--- config.mk ---
export PLATFORM = sky130hd
export DESIGN_NAME = v3n_div_lane
export DESIGN_NICKNAME = d
export VERILOG_FILES = /design/src/rtl/v3n_div_lane.sv
export SDC_FILE = /design/constraint.sdc
export NUM_CORES = 2
export LEC_CHECK = 0
export ABC_AREA = 1
export BUFFER_PORTS_ARGS = -buffer_cell sky130_fd_sc_hd__clkbuf_2
export CELL_PAD_IN_SITES_DETAIL_PLACEMENT = 1
export CELL_PAD_IN_SITES_GLOBAL_PLACEMENT = 2
export CORE_MARGIN = 2
export CORE_UTILIZATION = 44
export CTS_CLUSTER_DIAMETER = 120
export CTS_CLUSTER_SIZE = 8
export DETAILED_ROUTE_END_ITERATION = 8
export PLACE_DENSITY_LB_ADDON = 0.08
export RECOVER_POWER = 25
export SLEW_MARGIN = 20
export SYNTH_ARGS = -nofsm -noshare
export SYNTH_HDL_FRONTEND = slang
export SYNTH_SLANG_ARGS = --single-unit
--- constraint.sdc ---
create_clock -name clk -period 3.8 [get_ports clk]
set_input_delay 0.19 -clock clk [delete_from_list [all_inputs] [get_ports clk]]
set_output_delay 0.19 -clock clk [all_outputs]
set_load 0.01 [all_outputs]
--- src/rtl/v3n_div_lane.sv ---
// ----------------------------------------------------------------------------
// v3n_div_lane: pipelined restoring divider lane
// Computes (mag << FB) / len, one quotient bit per stage, and restores sign.
// ----------------------------------------------------------------------------
module v3n_div_lane #(
  parameter int unsigned CW = 16,
  parameter int unsigned FB = 14,
  parameter int unsigned LW = 17
) (
  input  logic          clk,
  input  logic          en,
  input  logic [CW-1:0] in_mag,
  input  logic          in_neg,
  input  logic [LW-1:0] in_len,
  output logic [FB+1:0] out_q
);
  localparam int unsigned NW = CW + FB;
  localparam int unsigned OW = FB + 2;

  logic [NW-1:0] num_r [1:NW];
  logic [LW:0]   rem_r [1:NW];
  logic [NW-1:0] quo_r [1:NW];
  logic [LW-1:0] den_r [1:NW];
  logic          neg_r [1:NW];

  for (genvar k = 0; k < NW; k++) begin : g_stg
    logic [NW-1:0] num_in;
    logic [LW:0]   rem_in;
    logic [NW-1:0] quo_in;
    logic [LW-1:0] den_in;
    logic          neg_in;
    logic [LW+1:0] sh;
    logic [LW+1:0] dif;

    if (k == 0) begin : g_head
      assign num_in = {in_mag, FB'(0)};
      assign rem_in = '0;
      assign quo_in = '0;
      assign den_in = in_len;
      assign neg_in = in_neg;
    end else begin : g_body
      assign num_in = num_r[k];
      assign rem_in = rem_r[k];
      assign quo_in = quo_r[k];
      assign den_in = den_r[k];
      assign neg_in = neg_r[k];
    end

    always_comb begin
      sh  = {rem_in, num_in[NW-1]};
      dif = sh - (LW+2)'(den_in);
    end
    always_ff @(posedge clk) begin
      if (en) begin
        num_r[k+1] <= num_in << 1;
        rem_r[k+1] <= dif[LW+1] ? sh[LW:0] : dif[LW:0];
        quo_r[k+1] <= {quo_in[NW-2:0], ~dif[LW+1]};
        den_r[k+1] <= den_in;
        neg_r[k+1] <= neg_in;
      end
    end
  end

  logic [OW-1:0] q;
  assign q     = quo_r[NW][OW-1:0];
  assign out_q = neg_r[NW] ? (~q + OW'(1)) : q;
endmodule

Word-level counts from Yosys, hierarchy flattened
Memories as Yosys holds them, arrays and structs flattened.
Index checks and enable logic that the tools add are counted.
{ "classes": {"add_sub_neg": 31, "bitwise": 31, "mux": 33} }
{ "ops": {"columns": ["cell", "n"], "rows": [
  ["subtractor 19 x 17 -> 19 bit", 29],
  ["two-way mux 18 bit", 30],
  ["inverter 1 bit", 30],
  ["subtractor 1 x 17 -> 18 bit", 1],
  ["adder 16 x 1 -> 16 bit (second input constant)", 1],
  ["two-way mux 16 bit", 1],
  ["inverter 16 bit", 1],
  ["two-way mux 1 bit", 2]
]} }
{ "totals": {"ramBits": 2850, "register_bits": 0, "in_bits": 36, "memories": 5, "wordCells": 100} }
{ "memory_table": {"columns": ["memory", "words", "width", "rd", "rd_clocked_by_memory_dff", "write_ports", "line", "text"], "rows": [
  ["quo_r", 30, 30, 30, 0, 30, "22", "logic [NW-1:0] quo_r [1:NW];"],
  ["num_r", 30, 29, 29, 0, 30, "20", "logic [NW-1:0] num_r [1:NW];"],
  ["rem_r", 30, 18, 29, 0, 30, "21", "logic [LW:0] rem_r [1:NW];"],
  ["den_r", 30, 17, 29, 0, 30, "23", "logic [LW-1:0] den_r [1:NW];"],
  ["neg_r", 30, 1, 30, 0, 30, "24", "logic neg_r [1:NW];"]
]} }

Depth between registers and ports, before layout
An unclocked memory read counts as a cell.
{ "depth": {"depth_word": 4, "mapped_depth": 15, "mapped_depth_nobuf": 14} }

Worst setup path after synthesis
OpenSTA, ideal clock, no wires.
{ "synth_timing": {"kind": "reg-to-reg", "startpoint": "register den_r[0][68] (netlist name)", "endpoint": "register rem_r[0][100] (netlist name)", "t_arrival_ns": 1.747, "n_path_buf": 1, "setup_slack_ns": 1.800, "synth_period_minus_slack_ns": 2.000, "path_stages_with_launch": 12, "cell_sequence": "edfxtp_1 > ha_1 > fa_1 > inv_1 > nand3_1 > nand3_1 > nand2_2 > nand3_1 > nand2_4 > buf_6 > nand2_1 > nand2_1"} }

==> impl_results.md <==
* Run status: complete, no violations
* Synth area leader: edfxtp_1
* Power share of the clock group at 20.0%
* Worst setup SP type: flop
* Yosys top cell area share at 50.0%
* First-pass GRT wire length at 343 mm
* Pre-antenna DRT Iters at 5
* Layout area overhead at 10.8%
* Area of the core at 0.176 sq mm
* Min-delay worst type: in -> reg
* Seq pwr share at 32.8%
* Routed via count at 59,700
* Die Y at 425 microns
* Fin nets at 9,994
* Worst endpoint required time at 3.61 ns
* Crit Path Class: reg -> out
* Switch share at 44.2%
* Drt drc at 0
* Clock tree sinks at 1,300
* DRT Wirelength at 215 mm
* F_max at 341 MHz
* #FFs+latches synth at 1,300
* Most frequent cell after synthesis: nand2_1
* Sequential share of the synthesized area at 50.0%
* Synthesized area at 0.0780 sq mm
* CTS tree: yes
* Starting Density at 44.3%
* Tmin final at 2.94 ns
* Placer Congestion at 0.852
* Mapped Cells at 9,196
* Die W at 425 microns
* Grt ovf at 0
* Clock Latency Late Sink at 0.86 ns
* Netlist cell types at 34
* Logic gate share of total power at 47.2%
* Crit path DAT at 2.75 ns
* Die area at 0.181 sq mm
* Ys Warns at 0
* Primary FF master, synth: edfxtp_1
* Total Neg Setup Slack at 0 ns
* Number of max-cap violations at 0
* Utilization after layout at 49.1%
* Synth top area cells: edfxtp_1, nand2_1, ha_1
* Antenna violations before repair at 2
* Crit. End Element: output port
* Row count at 154
* H-tree depth at 4
* Synthesized area per cell at 8.48 sq um
* Final setup viols at 0
* Pint at 41,100 uW
* Slew HR at 31.6%
* Maximum number of pins on one net before global-route repair at 104
* Number of buffers added on ports at 51
* Antenna Violating Nets Remaining at 0
* Max FO, Critical Path at 4
* Post-CTS Resized at 0
* Clk_skew at 0.0493 ns
* P_leak at 0.0414 uW
* Via density at 5.06
* Top cells by count, synth: nand2_1, inv_1, edfxtp_1
* VDD IR max at 0.000515 V
* Reg2reg setup slack at 1.05 ns
* NetSw at 32,600 uW
* Clock buffer depth at 3
* Worst-Margin Slew at 1.02 ns
* Pins over their slew limit at 0
* CTS root buffer: clkbuf_16
* Vias in the first global route at 62,500
* Setup Fix Bufs, Post-CTS at 0
* WL per Instance at 18.2 microns
* I/O Pins at 52
* Tot GR Track Use at 23.9%
* Async S/R FF share, synth at 0%
* PwrDens at 852 mW/mm^2
* Period utilization at 77.2%
* Inserted Clock Buffers at 180
* EDFF count, synth at 1,300
* Clock-pin slew of the registers on the worst-case setup and hold paths at 0.06 ns
* Share of cells above drive strength 1 at 5.41%
* RSZ-0062 raised after global routing: false
* Initial DRC count at 3,370
* DP HPWL at 167 mm
* Final hold viol count at 0
[routing by layer]
layer  routed length (microns)  track usage, %
met1                     99000            31.6
met2                    105000            41.7
met3                      6670            2.94
met4                      4060            5.41
met5                         0               0
[flip-flops by register name (all words and copies together), names as in the netlist]
signal  flops
den_r     493
neg_r      30
num_r     120
quo_r     136
rem_r     521
[stage by stage]
| stage | cell area [sq um] | hold WS, ns | total power (uW) | cells | worst slack [ns] |
|---|---|---|---|---|---|
| after floorplan | 78000 | 0.289 | 49200 | 9202 | 1.80 |
| after global placement | 81100 | 0.367 | 58100 | 11600 | 1.09 |
| after detailed placement | 81100 | 0.369 | 59200 | 11600 | 1.02 |
| after CTS | 86400 | 0.00536 | 74500 | 11800 | 0.718 |
| after global routing | 86400 | 0.0304 | 80000 | 11800 | 0.561 |
| final | 86400 | 0.0735 | 73700 | 11800 | 0.865 |
[what timing repair did]
item	CTS	global route
endpoints found under the setup margin	0	0
hold buffers	37	0
endpoints found under the hold margin	120	0
[worst max-delay path: stages (launching register included)]
cell and delay [ns]:
edfxtp_1 0.42, inv_1 0.12, ha_1 0.18, nand3_1 0.12, nor2_1 0.12, nand2_1 0.09, nor3_1 0.35, nand3_1 0.16
nand2_1 0.10, nand2_1 0.07, nand2_1 0.06, clkbuf_2 0.13
[final timing paths]
path	end	from	cells past startpoint
setup / recovery	out_q[12]	quo_r[1][421]	11
hold / removal	num_r[0][48]	in_mag[5]	2
setup reg to reg	rem_r[1][212]	den_r[1][183]	11
hold reg to reg	num_r[0][343]	num_r[0][313]	0
[logic make-up (layout without fill, tap and decap cells)]
kind of cell    Yosys count  in the layout  share of synthesized area [%]
fa+ha+maj               510            510                           8.45
flops                  1300           1300                           50.0
simple gates           5192           5192                           27.5
other cells               1              8                        0.00481
buf+inv                1393           1653                           7.25
xor+xnor                261            261                           2.93
compound gates          539            539                           3.80
[power groups by stage]
stage,clock [uW],combinational (uW),sequential [uW]
CTS,15200,35100,24200
global route,15700,39900,24500
global placement,0,33700,24400
detailed placement,0,34800,24500
finish,14800,34700,24200
floorplan,0,26400,22700
[cell usage in the layout, fill, tap and decap left out, types with 38 or more instances in the layout]
| cell | count |
|---|---|
| nand2_2 | 104 |
| o21bai_1 | 56 |
| and2_1 | 110 |
| xnor2_1 | 52 |
| xor2_1 | 209 |
| nand2_1 | 3566 |
| clkbuf_16 | 180 |
| nand3_1 | 536 |
| edfxtp_1 | 1300 |
| o21ai_0 | 104 |
| nor2_1 | 664 |
| ha_1 | 482 |
| a21oi_1 | 335 |
| inv_1 | 1331 |
| or2_2 | 38 |
[area by class of cell]
cell class              instances  area (sq um)
diodes                          1          2.50
multi-input cells            6509         33300
flip-flops and latches       1300         39000
clock inverters                16           480
inverters                    1332          5000
fillers                     20900         89700
repair buffers                125          1130
clock buffers                 180          4500
well taps                    2340          2930
Note: power is estimated with default switching activity, not from simulation.
