==> src/rtl/v3n_isqrt.sv <==
// ----------------------------------------------------------------------------
// v3n_isqrt: pipelined integer square root
// One result bit per stage, one item per cycle while en is high, with a side payload.
// ----------------------------------------------------------------------------
module v3n_isqrt #(
  parameter int unsigned SW = 34,
  parameter int unsigned RW = 17,
  parameter int unsigned PW = 8
) (
  input  logic          clk,
  input  logic          rst_n,
  input  logic          en,
  input  logic          in_vld,
  input  logic [SW-1:0] in_s,
  input  logic [PW-1:0] in_pay,
  output logic          out_vld,
  output logic [RW-1:0] out_root,
  output logic [PW-1:0] out_pay
);
  localparam int unsigned AW = 2 * RW;

  logic          vld_r  [1:RW];
  logic [AW-1:0] rem_r  [1:RW];
  logic [RW-1:0] root_r [1:RW];
  logic [PW-1:0] pay_r  [1:RW];

  for (genvar k = 0; k < RW; k++) begin : g_stg
    localparam int unsigned B = RW - 1 - k;
    logic          vld_in;
    logic [AW-1:0] rem_in;
    logic [RW-1:0] root_in;
    logic [PW-1:0] pay_in;
    logic [AW-1:0] trial;
    logic [RW-1:0] cand;
    logic [AW-1:0] rem_nxt;
    logic [RW-1:0] root_nxt;

    if (k == 0) begin : g_head
      assign vld_in  = in_vld;
      assign rem_in  = AW'(in_s);
      assign root_in = '0;
      assign pay_in  = in_pay;
    end else begin : g_body
      assign vld_in  = vld_r[k];
      assign rem_in  = rem_r[k];
      assign root_in = root_r[k];
      assign pay_in  = pay_r[k];
    end

    always_comb begin
      cand  = root_in | (RW'(1) << B);
      trial = AW'(cand) * AW'(cand);
    end
    always_comb begin
      // keep the candidate bit when its square still fits
      rem_nxt  = rem_in;
      root_nxt = (trial <= rem_in) ? cand : root_in;
    end
    always_ff @(posedge clk) begin
      if (!rst_n) begin
        vld_r[k+1] <= 1'b0;
      end else if (en) begin
        vld_r[k+1] <= vld_in;
      end
      if (en) begin
        rem_r[k+1]  <= rem_nxt;
        root_r[k+1] <= root_nxt;
        pay_r[k+1]  <= pay_in;
      end
    end
  end

  assign out_vld  = vld_r[RW];
  assign out_root = root_r[RW];
  assign out_pay  = pay_r[RW];
endmodule

==> config.mk <==
export PLATFORM = sky130hd
export DESIGN_NAME = v3n_isqrt
export DESIGN_NICKNAME = d
export VERILOG_FILES = /design/src/rtl/v3n_isqrt.sv
export SDC_FILE = /design/constraint.sdc
export NUM_CORES = 2
export LEC_CHECK = 0
export ABC_AREA = 0
export BUFFER_PORTS_ARGS = -buffer_cell sky130_fd_sc_hd__buf_2
export CORE_UTILIZATION = 35
export CTS_CLUSTER_SIZE = 10
export DETAILED_ROUTE_END_ITERATION = 6
export GPL_ROUTABILITY_DRIVEN = 0
export HOLD_SLACK_MARGIN = 0.1
export PLACE_DENSITY = 0.5
export SLEW_MARGIN = 20
export SYNTH_ARGS = -nofsm -noshare
export SYNTH_HDL_FRONTEND = slang
export SYNTH_SLANG_ARGS = --single-unit
==> constraint.sdc <==
create_clock -name clk -period 7 [get_ports clk]
set_clock_uncertainty 0.1 [all_clocks]
set_input_delay 1.4 -clock clk [delete_from_list [all_inputs] [get_ports clk]]
set_output_delay 1.4 -clock clk [all_outputs]
set_load 0.01 [all_outputs]
; ---- Word-level counts from Yosys, hierarchy flattened
; Memories as Yosys holds them, arrays and structs flattened.
; Cells that the tools add are included.
[word_totals]
inputBits = 46
mem_bits_rw = 1020
regBits = 0
output_inout_bits = 26
memories = 4
wordCells = 93
[mem_list]
columns = name, words, word_bits, read_ports, rd_ports_with_merged_regs, wr, line_no
row1 = rem_r, 17, 34, 16, 0, 17, 23  ; logic [AW-1:0] rem_r [1:RW];
row2 = root_r, 17, 17, 17, 0, 17, 24  ; logic [RW-1:0] root_r [1:RW];
row3 = pay_r, 17, 8, 17, 0, 17, 25  ; logic [PW-1:0] pay_r [1:RW];
row4 = vld_r, 17, 1, 17, 0, 17, 22  ; logic vld_r [1:RW];
[classes]
multipliers = 16
bitwise_logic = 17
order_cmp = 17
muxes = 39
[ops]
columns = op, count
row1 = $le 34x34->1, 16
row2 = $mul 17x17->34, 16
row3 = $le 33x34->1 const A, 1
row4 = $mux 1, 23
row5 = $mux 17, 1
row6 = $or 1x1->1, 17
row7 = $mux 16, 1
row8 = $mux 15, 1
row9 = $mux 14, 1
row10 = $mux 13, 1
row11 = $mux 12, 1
row12 = $mux 11, 1
row13 = $mux 10, 1
row14 = $mux 9, 1
row15 = $mux 8, 1
row16 = $mux 7, 1
row17 = $mux 6, 1
row18 = $mux 5, 1
row19 = $mux 4, 1
row20 = $mux 3, 1
row21 = $mux 2, 1

; ---- Longest topological paths before layout
[depth]
depth_word = 4
mapped_depth = 35
depth_no_buf = 34

; ---- Worst setup path before layout
; Ideal clock, no wire load.
[synth_path]
path_kind = register to register
startpoint = register root_r[1][10] (netlist name)
endpoint = register root_r[1][17] (netlist name)
t_required_ps = 6748
n_path_buf = 2
slack_ps = -436
synth_period_minus_slack_ps = 7436
stages_incl_launch_ff = 34
setup_time_ps = 152
arrival_ps = 7183
cell_sequence = edfxtp_1 > inv_1 > clkbuf_1 > nor2_1 > fa_1 > inv_1 > fa_1 > inv_1 > fa_1 > fa_1 > fa_1 > inv_1 > fa_1 > inv_1 > ha_1 > buf_6 > a21o_1 > a21o_1 > a21o_1 > a21oi_2 > o211ai_2 > a221oi_4 > o21ai_0 > xor2_1 > ha_1 > a21oi_1 > nor2b_1 > o21ai_0 > nand2b_1 > a21oi_1 > nor2_1 > a211oi_1 > o21ai_0 > o21ai_0

==> qor.yml <==
fin_setup_tns_ps: -1074
final_common_cell: "inv_1"
start_util_pct: 35.27
ys.warnings.count: 0
place_ws_ps: -931.9
drt_pass1_iterations: 5
die_width_um: 486.8
nFillCells: 22270
finalSetupViolCount: 3
cts_num_sinks: 850
ys.flop_type: "edfxtp_1"
io_pins: 72
routed_wl_um: 192400
nNetsFinal: 10520
grt_max_degree: 173
stdcell_count: 11420
grt_pass1_vias: 57560
layout_common_cells: "1653 x inv_1, 1188 x ha_1, 966 x fa_1, 850 x edfxtp_1, 828 x buf_4"
synth_area_per_cell_sq_um: 11.30
synthesis.instances: 7278
port_buffers: 71
slowest_stage: "fa_1"
grt_pass1_wl_um: 312100
slew_viol_final: 0
cts-root-buf: "clkbuf_16"
synth_xor_xnor_area_share_pct: 3.365
areaGrowthSynthToFinish_pct: 19.10
antenna_found_initial: 3
crit_buf_inv: 8
grt_overflow: 0
yosysTopAreaCellShare_pct: 31.03
ant_nets: 0
startpoint_type: "flip-flop"
synth-simple-area-share_pct: 8.313
drive_gt1_share_pct: 17.85
fin_crit_sh_pct: 106.4
synth_top_family_by_area: "adder cells"
cp-end-kind: "flip-flop"
fmax_ghz: 0.1342
drt-initial-drc-count: 2488
dpl.cell_count: 11140
avgRoutedWirePerCell_um: 16.84
post-route-min-period_ps: 7450
dp_hpwl_um: 157800
synth_top_area_cell: "edfxtp_1"
crit_type: "reg -> reg"
synth.area.mux_share_pct: 0.2160
cap_violations: 0
async_flop_share_pct: 0
syn-cell-area_sq_um: 82260
via_per_inst: 4.615
outcome: "finished with violations"
synth_seq_cells: 850
core_sq_um: 233200
dieArea_sq_um: 237000
hold_viol_final: 0
cts-hold-fix-buffers: 0
cts_htree_levels: 3
cts_buffers: 108
worst_slew_pin_slew_ps: 992.0
max-slew-margin-rel_pct: 33.87
clk_latency_ps: 760
drc: 0
hold_class: "reg -> reg"
clk_pin_slew_worst_paths_ps: 60
crit_top_cell: "fa_1"
cp_max_fo: 5
violations: "setup timing"
r2r_slack_ps: -450
cts_tree: "yes"
rsz0062_at_grt: "yes"
synth-edff-count: 850
synth_compound_area_share_pct: 5.706
cts_max_path_buffers: 3
cp_top_family: "adder cells"
layout_setup_ws_ps: -449.7
cp.arrival_ps: 7800
die_h_um: 486.8
yosysSeqAreaShare_pct: 31.03
synth_fp_nets: 9562
vias: 52720
crit_required_ps: 7350
row_count: 177
synthAdderAreaFrac_pct: 43.10
max_stage_delay_ps: 540
grt_usage_pct: 16.71
synth_area_leaders: "edfxtp_1 31%, fa_1 24%, ha_1 19%"
ys_types: 89
-- per-layer routing --
metal  vias up  GRT usage, %  wire, um
li1      25570             -         -
met1     26420         22.48     88210
met2       553         29.07     95400
met3       174         1.799      5731
met4         2         3.106      3054
met5         -             0        13
-- path summary, 6_finish.rpt --
path	from	to	cells past startpoint
max	root_r[0][258]$_DFFE_PP_	root_r[1][1]$_DFFE_PP_	30
min	pay_r[11][1]$_DFFE_PP_	pay_r[12][1]$_DFFE_PP_	0
max reg2reg	root_r[0][258]$_DFFE_PP_	root_r[1][1]$_DFFE_PP_	30
min reg2reg	pay_r[11][1]$_DFFE_PP_	pay_r[12][1]$_DFFE_PP_	0
-- cell usage after synthesis (17+ instances only) --
cell type	count
a31oi_1	18
inv_1	1695
edfxtp_1	850
fa_1	993
a211oi_1	17
and3_1	38
a21o_1	176
or2_2	28
nand4_1	76
nand2_1	381
nand3_1	42
nor2_1	248
ha_1	1245
xor2_1	60
xnor2_1	256
o21ai_0	114
clkbuf_1	100
o21a_1	26
and2_1	299
nor2b_1	61
o21bai_1	27
nand2b_1	37
nor3_1	35
a21oi_1	213
nor4_1	43
-- worst register-to-register path, delay by kind of cell, from the launching register on --
kind | cells | cell delay, ps
buf+inv | 8 | 700
xor+xnor | 1 | 110
fa+ha+maj | 8 | 3570
compound gates | 7 | 1280
simple gates | 6 | 890
flops | 1 | 500
-- kinds of logic after synthesis --
group | count (synthesis)
DFF | 850
adders and majority gates | 2238
and+or+nand+nor | 1345
buffers and inverters | 1807
xor gates and xnor gates | 316
AOI/OAI and AO/OA | 706
muxes | 16
-- timing repair --
item / 4_1_cts / 5_1_grt
gates resized for setup: 196 / 220
gates cloned: 0 / 0
buffers inserted: 78 / 53
pin swaps: 204 / 236
endpoints found under the setup margin: 9 / 9
-- metrics by stage --
stage,hold slack (ps),util (%),instance area [sq um]
6_report,257.1,42.01,97970
3_5_place_dp,304.5,39.46,92020
2_1_floorplan,300.3,-,82410
5_1_grt,269.2,42.01,97960
4_1_cts,258.3,41.42,96590
3_3_place_gp,300.4,39.46,92020
-- flip-flops by register name, indices dropped and copies added (netlist names) --
signal,count
pay_r,136
rem_r,544
root_r,153
vld_r,17
-- area by class of cell --
class / count / area, sq um / area share (%)
multi-input cells: 4621 / 51450 / 52.52
flip-flops and latches: 850 / 25520 / 26.05
repair buffers: 960 / 7377 / 7.530
inverters: 1699 / 6396 / 6.529
well taps: 3132 / 3919 / 4.000
clock buffers: 119 / 2744 / 2.801
clock inverters: 40 / 551.8 / 0.5632
diodes: 2 / 5.005 / 0.005109
Power is left out: the tool's default activity adds up to more than one toggle a clock period on the data nets, which glitch-free logic cannot reach.
